==> src/irdv_pkg.sv <==
// ----------------------------------------------------------------------------
// irdv_pkg: shared types and constants of the image reference digest validator
// Request and character-class structs, digest and port limits, prefix table.
// ----------------------------------------------------------------------------
package irdv_pkg;

	// digest: "sha256:" plus 64 hex digits
	localparam logic [6:0]  DIGEST_LEN      = 7'd71;
	localparam logic [6:0]  DIGEST_SAT      = 7'd72;
	localparam logic [6:0]  PREFIX_LEN      = 7'd7;
	localparam logic [2:0]  MAX_PORT_DIGITS = 3'd5;
	localparam logic [2:0]  PORT_DIGITS_SAT = 3'd6;
	localparam logic [16:0] MAX_PORT        = 17'd65535;

	// queue between front and back, power of two
	localparam int unsigned FIFO_DEPTH = 4;

	localparam logic FUNC_DIGEST = 1'b0;
	localparam logic FUNC_REF    = 1'b1;

	typedef struct packed {
		logic digit;   // 0-9
		logic lower;   // a-z
		logic hex;     // a-f
		logic punct;   // '.', '_' or '-'
		logic at;      // '@'
		logic slash;   // '/'
		logic colon;   // ':'
	} cls_t;

	typedef struct packed {
		logic       func;
		logic       last;
		logic [7:0] chr;
		cls_t       cls;
	} item_t;

	typedef struct packed {
		logic full;
		logic empty;
	} qstat_t;

	function automatic logic [7:0] prefix_char(input logic [2:0] idx);
		logic [7:0] c;
		unique case (idx)
			3'd0: c = 8'h73; // s
			3'd1: c = 8'h68; // h
			3'd2: c = 8'h61; // a
			3'd3: c = 8'h32; // 2
			3'd4: c = 8'h35; // 5
			3'd5: c = 8'h36; // 6
			3'd6: c = 8'h3a; // :
			default: c = 8'h00;
		endcase
		return c;
	endfunction

endpackage

==> src/irdv_front.sv <==
// ----------------------------------------------------------------------------
// irdv_front: input side of the validator
// Takes requests from the slave stream, classifies the character and pushes
// the tagged request into the queue.
// ----------------------------------------------------------------------------
module irdv_front (
	input  logic                s_tvalid,
	output logic                s_tready,
	input  logic [7:0]          s_tdata,
	input  logic                s_tuser,
	input  logic                s_tlast,
	input  irdv_pkg::qstat_t    qstat,
	output logic                push,
	output irdv_pkg::item_t     item
);

	function automatic irdv_pkg::cls_t classify(input logic [7:0] c);
		irdv_pkg::cls_t k;
		k.digit = (c >= 8'h30) && (c <= 8'h39);
		k.lower = (c >= 8'h61) && (c <= 8'h7a);
		k.hex   = (c >= 8'h61) && (c <= 8'h66);
		k.punct = (c == 8'h2e) || (c == 8'h5f) || (c == 8'h2d);
		k.at    = (c == 8'h40);
		k.slash = (c == 8'h2f);
		k.colon = (c == 8'h3a);
		return k;
	endfunction

	assign s_tready = !qstat.full;
	assign push     = s_tvalid && !qstat.full;

	always_comb begin
		item.func = s_tuser;
		item.last = s_tlast;
		item.chr  = s_tdata;
		item.cls  = classify(s_tdata);
	end

endmodule

==> src/irdv_fifo.sv <==
// ----------------------------------------------------------------------------
// irdv_fifo: short request queue between front and back
// Lets the front keep taking requests while the back waits on its output.
// ----------------------------------------------------------------------------
module irdv_fifo (
	input  logic                clk,
	input  logic                arst_n,
	input  logic                push,
	input  irdv_pkg::item_t     wr_item,
	input  logic                pop,
	output irdv_pkg::item_t     rd_item,
	output irdv_pkg::qstat_t    qstat
);

	localparam int unsigned PTR_W = $clog2(irdv_pkg::FIFO_DEPTH);
	localparam logic [PTR_W:0] DEPTH_CNT = (PTR_W + 1)'(irdv_pkg::FIFO_DEPTH);

	irdv_pkg::item_t  slot_q [irdv_pkg::FIFO_DEPTH];
	logic [PTR_W-1:0] wr_ptr_q;
	logic [PTR_W-1:0] rd_ptr_q;
	logic [PTR_W:0]   count_q;

	always_ff @(posedge clk) begin
		if (push) begin
			slot_q[wr_ptr_q] <= wr_item;
		end
	end

	always_ff @(posedge clk or negedge arst_n) begin
		if (!arst_n) begin
			wr_ptr_q <= '0;
			rd_ptr_q <= '0;
			count_q  <= '0;
		end else begin
			if (push) begin
				wr_ptr_q <= wr_ptr_q + 1'b1;
			end
			if (pop) begin
				rd_ptr_q <= rd_ptr_q + 1'b1;
			end
			if (push && !pop) begin
				count_q <= count_q + 1'b1;
			end else if (pop && !push) begin
				count_q <= count_q - 1'b1;
			end
		end
	end

	assign rd_item     = slot_q[rd_ptr_q];
	assign qstat.full  = (count_q == DEPTH_CNT);
	assign qstat.empty = (count_q == '0);

endmodule

==> src/irdv_back.sv <==
// ----------------------------------------------------------------------------
// irdv_back: parser, digest store and verdict output
// Stage one updates the digest and name checks and reads the stored digest,
// stage two compares the digest part and loads the output register.
// ----------------------------------------------------------------------------
module irdv_back #(
	parameter int unsigned MAX_REF_LEN = 256
) (
	input  logic                clk,
	input  logic                arst_n,
	input  irdv_pkg::item_t     it,
	input  logic                head_vld,
	output logic                pop,
	output logic                m_tvalid,
	input  logic                m_tready,
	output logic [7:0]          m_tdata
);

	localparam int unsigned RC_W = $clog2(MAX_REF_LEN + 2);
	localparam logic [RC_W-1:0] REF_MAX = RC_W'(MAX_REF_LEN);

	// parser state
	logic [6:0]      digest_count_q, digest_count_d;
	logic            digest_ok_q, digest_ok_d;
	logic [RC_W-1:0] ref_count_q, ref_count_d;
	logic            after_at_q, after_at_d;
	logic [6:0]      after_count_q, after_count_d;
	logic            ref_ok_q, ref_ok_d;
	logic            comp_nonempty_q, comp_nonempty_d;
	logic            prev_alnum_q, prev_alnum_d;
	logic            first_component_q, first_component_d;
	logic            colon_seen_q, colon_seen_d;
	logic            host_ok_q, host_ok_d;
	logic [2:0]      port_digits_q, port_digits_d;
	logic [16:0]     port_value_q, port_value_d;

	logic            mem_we;
	logic            cmp_en;
	logic            base_ok;
	logic            an;
	logic            adv;

	// stage two
	logic            vld_s2, res_s2, cmp_s2, base_s2;
	logic [7:0]      chr_s2, rd_s2;
	logic            mism_q;
	logic            mism_now;
	logic            out_vld_q, out_res_q;

	logic [7:0]      digest_mem [0:70];

	// stage two only holds when it carries a verdict the output cannot take
	assign adv = !(vld_s2 && res_s2 && out_vld_q && !m_tready);
	assign pop = head_vld && adv;
	assign an  = it.cls.lower || it.cls.digit;

	always_comb begin
		digest_count_d    = digest_count_q;
		digest_ok_d       = digest_ok_q;
		ref_count_d       = ref_count_q;
		after_at_d        = after_at_q;
		after_count_d     = after_count_q;
		ref_ok_d          = ref_ok_q;
		comp_nonempty_d   = comp_nonempty_q;
		prev_alnum_d      = prev_alnum_q;
		first_component_d = first_component_q;
		colon_seen_d      = colon_seen_q;
		host_ok_d         = host_ok_q;
		port_digits_d     = port_digits_q;
		port_value_d      = port_value_q;
		mem_we            = 1'b0;
		cmp_en            = 1'b0;
		base_ok           = 1'b0;

		if (pop && it.func == irdv_pkg::FUNC_DIGEST) begin
			if (digest_count_q < irdv_pkg::PREFIX_LEN) begin
				if (it.chr != irdv_pkg::prefix_char(digest_count_q[2:0])) begin
					digest_ok_d = 1'b0;
				end
			end else if (digest_count_q < irdv_pkg::DIGEST_LEN) begin
				if (!(it.cls.digit || it.cls.hex)) begin
					digest_ok_d = 1'b0;
				end
			end else begin
				digest_ok_d = 1'b0;
			end
			if (digest_count_q < irdv_pkg::DIGEST_LEN) begin
				mem_we         = 1'b1;
				digest_count_d = digest_count_q + 7'd1;
			end else begin
				digest_count_d = irdv_pkg::DIGEST_SAT;
			end
		end else if (pop) begin
			if (ref_count_q <= REF_MAX) begin
				ref_count_d = ref_count_q + 1'b1;
			end

			if (after_at_q) begin
				if (after_count_q < irdv_pkg::DIGEST_LEN) begin
					cmp_en        = 1'b1;
					after_count_d = after_count_q + 7'd1;
				end else begin
					after_count_d = irdv_pkg::DIGEST_SAT;
					ref_ok_d      = 1'b0;
				end
			end else if (it.cls.at) begin
				if (!comp_nonempty_q || !prev_alnum_q || colon_seen_q) begin
					ref_ok_d = 1'b0;
				end
				after_at_d = 1'b1;
			end else if (it.cls.slash) begin
				if (colon_seen_q) begin
					if (!host_ok_q || port_digits_q == 3'd0 ||
					    port_digits_q > irdv_pkg::MAX_PORT_DIGITS ||
					    port_value_q == 17'd0 || port_value_q > irdv_pkg::MAX_PORT) begin
						ref_ok_d = 1'b0;
					end
				end else if (!comp_nonempty_q || !prev_alnum_q) begin
					ref_ok_d = 1'b0;
				end
				first_component_d = 1'b0;
				comp_nonempty_d   = 1'b0;
				prev_alnum_d      = 1'b0;
				colon_seen_d      = 1'b0;
				host_ok_d         = 1'b1;
				port_digits_d     = 3'd0;
				port_value_d      = 17'd0;
			end else if (it.cls.colon) begin
				if (!first_component_q || colon_seen_q) begin
					ref_ok_d = 1'b0;
				end
				if (!comp_nonempty_q || !prev_alnum_q) begin
					host_ok_d = 1'b0;
				end
				colon_seen_d = 1'b1;
			end else if (colon_seen_q) begin
				if (!it.cls.digit) begin
					ref_ok_d = 1'b0;
				end else if (port_digits_q < irdv_pkg::MAX_PORT_DIGITS) begin
					// at most four digits so far, so times ten stays in range
					port_value_d  = (port_value_q << 3) + (port_value_q << 1)
					              + {13'd0, it.chr[3:0]};
					port_digits_d = port_digits_q + 3'd1;
				end else begin
					port_digits_d = irdv_pkg::PORT_DIGITS_SAT;
					ref_ok_d      = 1'b0;
				end
			end else begin
				if (!(an || it.cls.punct)) begin
					ref_ok_d = 1'b0;
				end
				if (!comp_nonempty_q && !an) begin
					ref_ok_d = 1'b0;
				end
				comp_nonempty_d = 1'b1;
				prev_alnum_d    = an;
			end

			if (it.last) begin
				// digest compare result joins in stage two
				base_ok = ref_ok_d && after_at_d &&
				          (after_count_d == irdv_pkg::DIGEST_LEN) &&
				          (ref_count_d <= REF_MAX) && digest_ok_q &&
				          (digest_count_q == irdv_pkg::DIGEST_LEN);
				digest_count_d    = 7'd0;
				digest_ok_d       = 1'b1;
				ref_count_d       = '0;
				after_at_d        = 1'b0;
				after_count_d     = 7'd0;
				ref_ok_d          = 1'b1;
				first_component_d = 1'b1;
				comp_nonempty_d   = 1'b0;
				prev_alnum_d      = 1'b0;
				colon_seen_d      = 1'b0;
				host_ok_d         = 1'b1;
				port_digits_d     = 3'd0;
				port_value_d      = 17'd0;
			end
		end
	end

	always_ff @(posedge clk) begin
		if (mem_we) begin
			digest_mem[digest_count_q] <= it.chr;
		end
		if (pop && cmp_en) begin
			rd_s2 <= digest_mem[after_count_q];
		end
	end

	always_ff @(posedge clk or negedge arst_n) begin
		if (!arst_n) begin
			digest_count_q    <= 7'd0;
			digest_ok_q       <= 1'b1;
			ref_count_q       <= '0;
			after_at_q        <= 1'b0;
			after_count_q     <= 7'd0;
			ref_ok_q          <= 1'b1;
			comp_nonempty_q   <= 1'b0;
			prev_alnum_q      <= 1'b0;
			first_component_q <= 1'b1;
			colon_seen_q      <= 1'b0;
			host_ok_q         <= 1'b1;
			port_digits_q     <= 3'd0;
			port_value_q      <= 17'd0;
		end else begin
			digest_count_q    <= digest_count_d;
			digest_ok_q       <= digest_ok_d;
			ref_count_q       <= ref_count_d;
			after_at_q        <= after_at_d;
			after_count_q     <= after_count_d;
			ref_ok_q          <= ref_ok_d;
			comp_nonempty_q   <= comp_nonempty_d;
			prev_alnum_q      <= prev_alnum_d;
			first_component_q <= first_component_d;
			colon_seen_q      <= colon_seen_d;
			host_ok_q         <= host_ok_d;
			port_digits_q     <= port_digits_d;
			port_value_q      <= port_value_d;
		end
	end

	always_ff @(posedge clk) begin
		if (adv) begin
			chr_s2  <= it.chr;
			base_s2 <= base_ok;
		end
		if (vld_s2 && res_s2 && adv) begin
			out_res_q <= base_s2 && !mism_q && !mism_now;
		end
	end

	assign mism_now = cmp_s2 && (rd_s2 != chr_s2);

	always_ff @(posedge clk or negedge arst_n) begin
		if (!arst_n) begin
			vld_s2    <= 1'b0;
			res_s2    <= 1'b0;
			cmp_s2    <= 1'b0;
			mism_q    <= 1'b0;
			out_vld_q <= 1'b0;
		end else begin
			if (adv) begin
				vld_s2 <= pop;
				res_s2 <= pop && (it.func == irdv_pkg::FUNC_REF) && it.last;
				cmp_s2 <= pop && cmp_en;
			end
			if (vld_s2 && adv) begin
				if (res_s2) begin
					mism_q <= 1'b0;
				end else if (mism_now) begin
					mism_q <= 1'b1;
				end
			end
			if (vld_s2 && res_s2 && adv) begin
				out_vld_q <= 1'b1;
			end else if (m_tready) begin
				out_vld_q <= 1'b0;
			end
		end
	end

	assign m_tvalid = out_vld_q;
	assign m_tdata  = {7'd0, out_res_q};

endmodule

==> src/image_reference_digest_validator_core.sv <==
// ----------------------------------------------------------------------------
// image_reference_digest_validator_core: pinned image reference checker
// Stores a sha256 digest, then parses a reference stream and reports whether
// the name is well formed and the part after '@' equals the stored digest.
// ----------------------------------------------------------------------------
//  channel   dir  tdata            tuser           tlast
//  s_*       in   [7:0] char_byte  [0] func        last
//  m_*       out  [0] valid_res    -               -
//
// one request per cycle while s_tready is high; a verdict reaches m_tvalid once
// the last reference byte has passed the queue, the head parse and compare stage
// the digest store is a 71 x 8 memory with one write and one registered read
// s_tready drops only when the four-entry queue is full; the back stalls only
// while a verdict in the compare stage waits behind an unread one on m_*
// reset clears all control state; digest contents stay undefined until loaded
// ----------------------------------------------------------------------------
module image_reference_digest_validator_core #(
	parameter int unsigned MAX_REF_LEN = 256
) (
	input  logic       clk,
	input  logic       arst_n,
	input  logic       s_tvalid,
	output logic       s_tready,
	input  logic [7:0] s_tdata,   // [7:0] char_byte
	input  logic       s_tuser,   // [0] func
	input  logic       s_tlast,
	output logic       m_tvalid,
	input  logic       m_tready,
	output logic [7:0] m_tdata    // [0] valid_res, [7:1] zero
);

	irdv_pkg::qstat_t qstat;
	irdv_pkg::item_t  wr_item;
	irdv_pkg::item_t  rd_item;
	logic             push;
	logic             pop;

	irdv_front u_front (
		.s_tvalid (s_tvalid),
		.s_tready (s_tready),
		.s_tdata  (s_tdata),
		.s_tuser  (s_tuser),
		.s_tlast  (s_tlast),
		.qstat    (qstat),
		.push     (push),
		.item     (wr_item)
	);

	irdv_fifo u_fifo (
		.clk     (clk),
		.arst_n  (arst_n),
		.push    (push),
		.wr_item (wr_item),
		.pop     (pop),
		.rd_item (rd_item),
		.qstat   (qstat)
	);

	irdv_back #(
		.MAX_REF_LEN (MAX_REF_LEN)
	) u_back (
		.clk      (clk),
		.arst_n   (arst_n),
		.it       (rd_item),
		.head_vld (!qstat.empty),
		.pop      (pop),
		.m_tvalid (m_tvalid),
		.m_tready (m_tready),
		.m_tdata  (m_tdata)
	);

	a_pop_not_empty : assert property (@(posedge clk) disable iff (!arst_n)
		pop |-> !qstat.empty)
		else $error("back popped an empty queue");

	a_full_holds : assert property (@(posedge clk) disable iff (!arst_n)
		qstat.full && !pop |=> qstat.full)
		else $error("queue lost an entry without a pop");

	a_push_lands : assert property (@(posedge clk) disable iff (!arst_n)
		s_tvalid && s_tready |=> !qstat.empty || $past(pop))
		else $error("accepted request did not reach the queue");

	a_not_both : assert property (@(posedge clk) disable iff (!arst_n)
		!(qstat.full && qstat.empty))
		else $error("queue reports full and empty");

endmodule
==> config.mk <==
export PLATFORM = sky130hd
export DESIGN_NAME = image_reference_digest_validator_core
export DESIGN_NICKNAME = d
export VERILOG_FILES = /design/src/irdv_pkg.sv /design/src/irdv_front.sv /design/src/irdv_fifo.sv /design/src/irdv_back.sv /design/src/image_reference_digest_validator_core.sv
export SDC_FILE = /design/constraint.sdc
export NUM_CORES = 1
export LEC_CHECK = 0
export ABC_AREA = 0
export BUFFER_PORTS_ARGS = -buffer_cell sky130_fd_sc_hd__buf_2
export CAP_MARGIN = 20
export CORE_ASPECT_RATIO = 2
export CORE_MARGIN = 1.5
export CORE_UTILIZATION = 45
export DETAILED_ROUTE_END_ITERATION = 8
export PLACE_DENSITY = 0.68
export SETUP_SLACK_MARGIN = 0.3
export SLEW_MARGIN = 25
export SYNTH_ARGS = -nofsm -noshare
export SYNTH_HDL_FRONTEND = slang
export SYNTH_SLANG_ARGS = --single-unit
==> constraint.sdc <==
create_clock -name clk -period 10.1 [get_ports clk]
set_input_delay 0.505 -clock clk [delete_from_list [all_inputs] [get_ports clk]]
set_output_delay 0.505 -clock clk [all_outputs]
set_load 0.1 [all_outputs]
==> summary.txt <==
Run status
  – Status: complete, no violations

Worst setup path
  – FF-to-FF path depth: 13
  – Crit path kind: flip-flop to flip-flop
  – Arrival @ worst endpoint: ~4700 ps
  – Crit path capture type: flip-flop
  – Biggest cell delay along the critical path: 630 ps
  – Setup slack, reg-to-reg: 5870 ps
  – Crit-path max FO: just under 80
  – R2r endpoint: u_back.port_value_q[16]
  – Crit path cell chain: buf_4 > mux4_2 > buf_4 > ha_1 > ha_1 > inv_1 > fa_1 > nand2b_1 > a21oi_1 > o41ai_1 > o21ai_0 > a211o_1 > a32o_1
  – Type of origin of the critical path: flip-flop
  – Crit. Startpoint: u_fifo.rd_ptr_q[0]
  – Worst path slowest cell: o41ai_1
  – Required time worst endpoint: ~11,000 ps
  – FF-to-FF Start: u_fifo.rd_ptr_q[0]

Global route
  – Total gr overflow: 0
  – First-pass GRT wire length: ~100,000 um
  – Initial antenna violation count: 0
  – Vias in the first global route: 16,690
  – Total routing usage reported by global routing: 0.2051
  – Largest net degree at the start of global routing: 79

Die
  – Die width: approximately 190 um
  – Core Area: ~67,000 sq um
  – DIE HEIGHT: between 300 and 400 um
  – Standard-cell rows: about 130
  – Initial Util: 0.4529
  – Die area: about 70,000 sq um
  – Boundary Pins: 24

Pwr
  – Worst vdd ir: around 0.00019 V
  – P per Cell Area: between 200 and 300 nW/um^2
  – P_leak: 10.55 nW
  – Overall Power: just under 9 mW

Timing
  – Final setup fails: 0
  – Max-slew violations: 0
  – Final period util: 0.4188
  – RSZ-0062 raised after global routing: false
  – Post-layout min period: between 4000 and 5000 ps
  – Max Clk Rate: about 240 MHz
  – Final hold violations: 0
  – Final TNS setup: 0 ps
  – Slew headroom: 0.3105
  – Slew @ Worst Pin: 1023 ps
  – Clock skew: 19.60 ps

Clock tree
  – CTS Hold Bufs: 0
  – Clock Sinks: between 700 and 800
  – CTS clk-pin slew, worst paths: 70 ps
  – # Post-CTS Setup Buffers: 0
  – Worst skew pair latency: roughly 600 ps
  – Num CTS Buffers: 56
  – Clock root buffer: clkbuf_16
  – H-tree lvl count: 2
  – Clock tree buffer depth: 3
  – Post-CTS sizing: 0
  – CTS tree: yes

Route
  – Drt via density: 5.871
  – Avg WL per Cell: between 20 and 30 um
  – 1st-pass router iterations: 5
  – Drt total wl: approximately 68,000 um
  – 1st-iter DRT viols: roughly 1,000
  – Vias post-DR: between 15,000 and 20,000
  – Drt drc: 0
  – Detail Route Antenna Nets: 0

Worst hold path
  – Hold crit path type: input port to async pin

Yosys
  – Post-synthesis sequential area ratio: 0.7040
  – Area of the mapped netlist: around 30,000 sq um
  – Yosys reg bits: 717
  – Avg Synthesized Cell Area: around 17 sq um
  – Number of synthesized flops with an enable pin: 654
  – Primary FF master, synth: edfxtp_1
  – Total number of yosys warnings: 0
  – Async set-reset flop share out of synthesis: 0.08787
  – Cell variety after synth: 88
  – Syn Inst Count: 1,736

Layout
  – Share of layout cells above drive strength 1: 0.1575
  – Most frequent cells in the layout: edfxtp_1 (654), nor2_1 (125), mux4_2 (120)
  – Post-Layout Cell Count: approximately 2,700
  – Fin util: 0.4914
  – Final Cell Area: roughly 33,000 sq um
  – Final Net Count: ~1,800
  – Area Overhead vs Synth: 8.522%
  – Commonest non-fill, non-tap cell in the layout: edfxtp_1
  – Filler cell count: 5,500
  – Antenna cells: 0

Placed design
  – DP HPWL: between 40,000 and 50,000 um
  – Placed Area: between 30,000 and 40,000 sq um
  – Port bufs: 16
  – Routability Congestion: 0.8544
  – Placed Cells: 2,574

Job
  – Max cap viols: 0
cells by family (layout without fill, tap and decap cells):
| group | Yosys count | in the layout | synth area share |
|---|---|---|---|
| muxes | 222 | 222 | 0.1280 |
| xor gates and xnor gates | 29 | 29 | 0.008426 |
| DFF | 717 | 717 | 0.7040 |
| other | 1 | 7 | 0.0001244 |
| buffers and inverters | 122 | 177 | 0.02474 |
| and+or+nand+nor | 316 | 316 | 0.05027 |
| AOI/OAI and AO/OA | 283 | 283 | 0.06463 |
| adders and majority gates | 46 | 46 | 0.01984 |
where the power goes:
| part | switching [mW] | internal [mW] | leakage (nW) |
|---|---|---|---|
| clock | 1.03 | 1.15 | 0.880 |
| combinational | 1.66 | 0.772 | 2.92 |
| sequential | 0.175 | 3.96 | 6.75 |
| total | 2.86 | 5.88 | 10.5 |
per-layer routing:
layer / wire length [um] / global-route usage
met5: 0 / 0
met4: 4141 / 0.1182
met3: 2391 / 0.01746
met2: 39520 / 0.3985
met1: 22440 / 0.2080
cells in the mapped netlist, drive strengths merged, types with 33 or more instances:
master	instances	area, sq um
dfrtp	59	1476
mux4	127	2902
mux2i	91	910.9
o221ai	33	289.0
a21oi	46	234.0
o21ai	80	415.4
buf	53	485.5
nand2	77	294.0
edfxtp	654	19640
nor2	128	493.0
clkbuf	35	132.6
ha	43	538.0
cell type report:
cell class / count / area (sq um) / area share
sequential: 717 / 21230 / 0.6491
clock inverter: 39 / 329.1 / 0.01006
multi-input combinational: 903 / 8190 / 0.2504
clock buffer: 67 / 1464 / 0.04475
tap: 884 / 1106 / 0.03381
timing repair buffer: 37 / 262.8 / 0.008032
inverter: 34 / 127.6 / 0.003901
worst max-delay path by stage:
stage | to | slack, ps | depth (start not counted)
floorplan | u_back.port_value_q[16] | 5810 | 15
global placement | u_back.port_value_q[16] | 5950 | 13
detailed placement | u_back.port_value_q[16] | 5830 | 13
CTS | u_back.port_value_q[16] | 5810 | 13
global route | u_back.port_value_q[16] | 5500 | 13
finish | u_back.port_value_q[16] | 5870 | 13
worst max-delay path, delay by kind of cell, from the launching register on:
family / cells / cell delay [ps]
adder cells (fa/ha/maj): 3 / 730
buffers and inverters: 3 / 770
AO/OA/AOI/OAI: 5 / 1550
flip-flops: 1 / 330
AND/OR/NAND/NOR: 1 / 160
multiplexers: 1 / 550
sequential cells by signal, indices dropped and copies added, names as in the netlist, 7 cells and up:
signal	flops
u_back.chr_s2	8
u_back.rd_s2	8
u_fifo.slot_q	68
u_back.after_count_q	7
u_back.port_value_q	17
u_back.digest_mem	568
u_back.digest_count_q	7
u_back.ref_count_q	9
stage by stage:
step	setup WS (ps)	hold slack [ps]
2_1_floorplan	5806	209.4
3_3_place_gp	5954	475.5
3_5_place_dp	5831	486.0
4_1_cts	5814	83.23
5_1_grt	5499	114.9
6_report	5870	47.17
No activity file was read; power rests on OpenSTA's default activity.
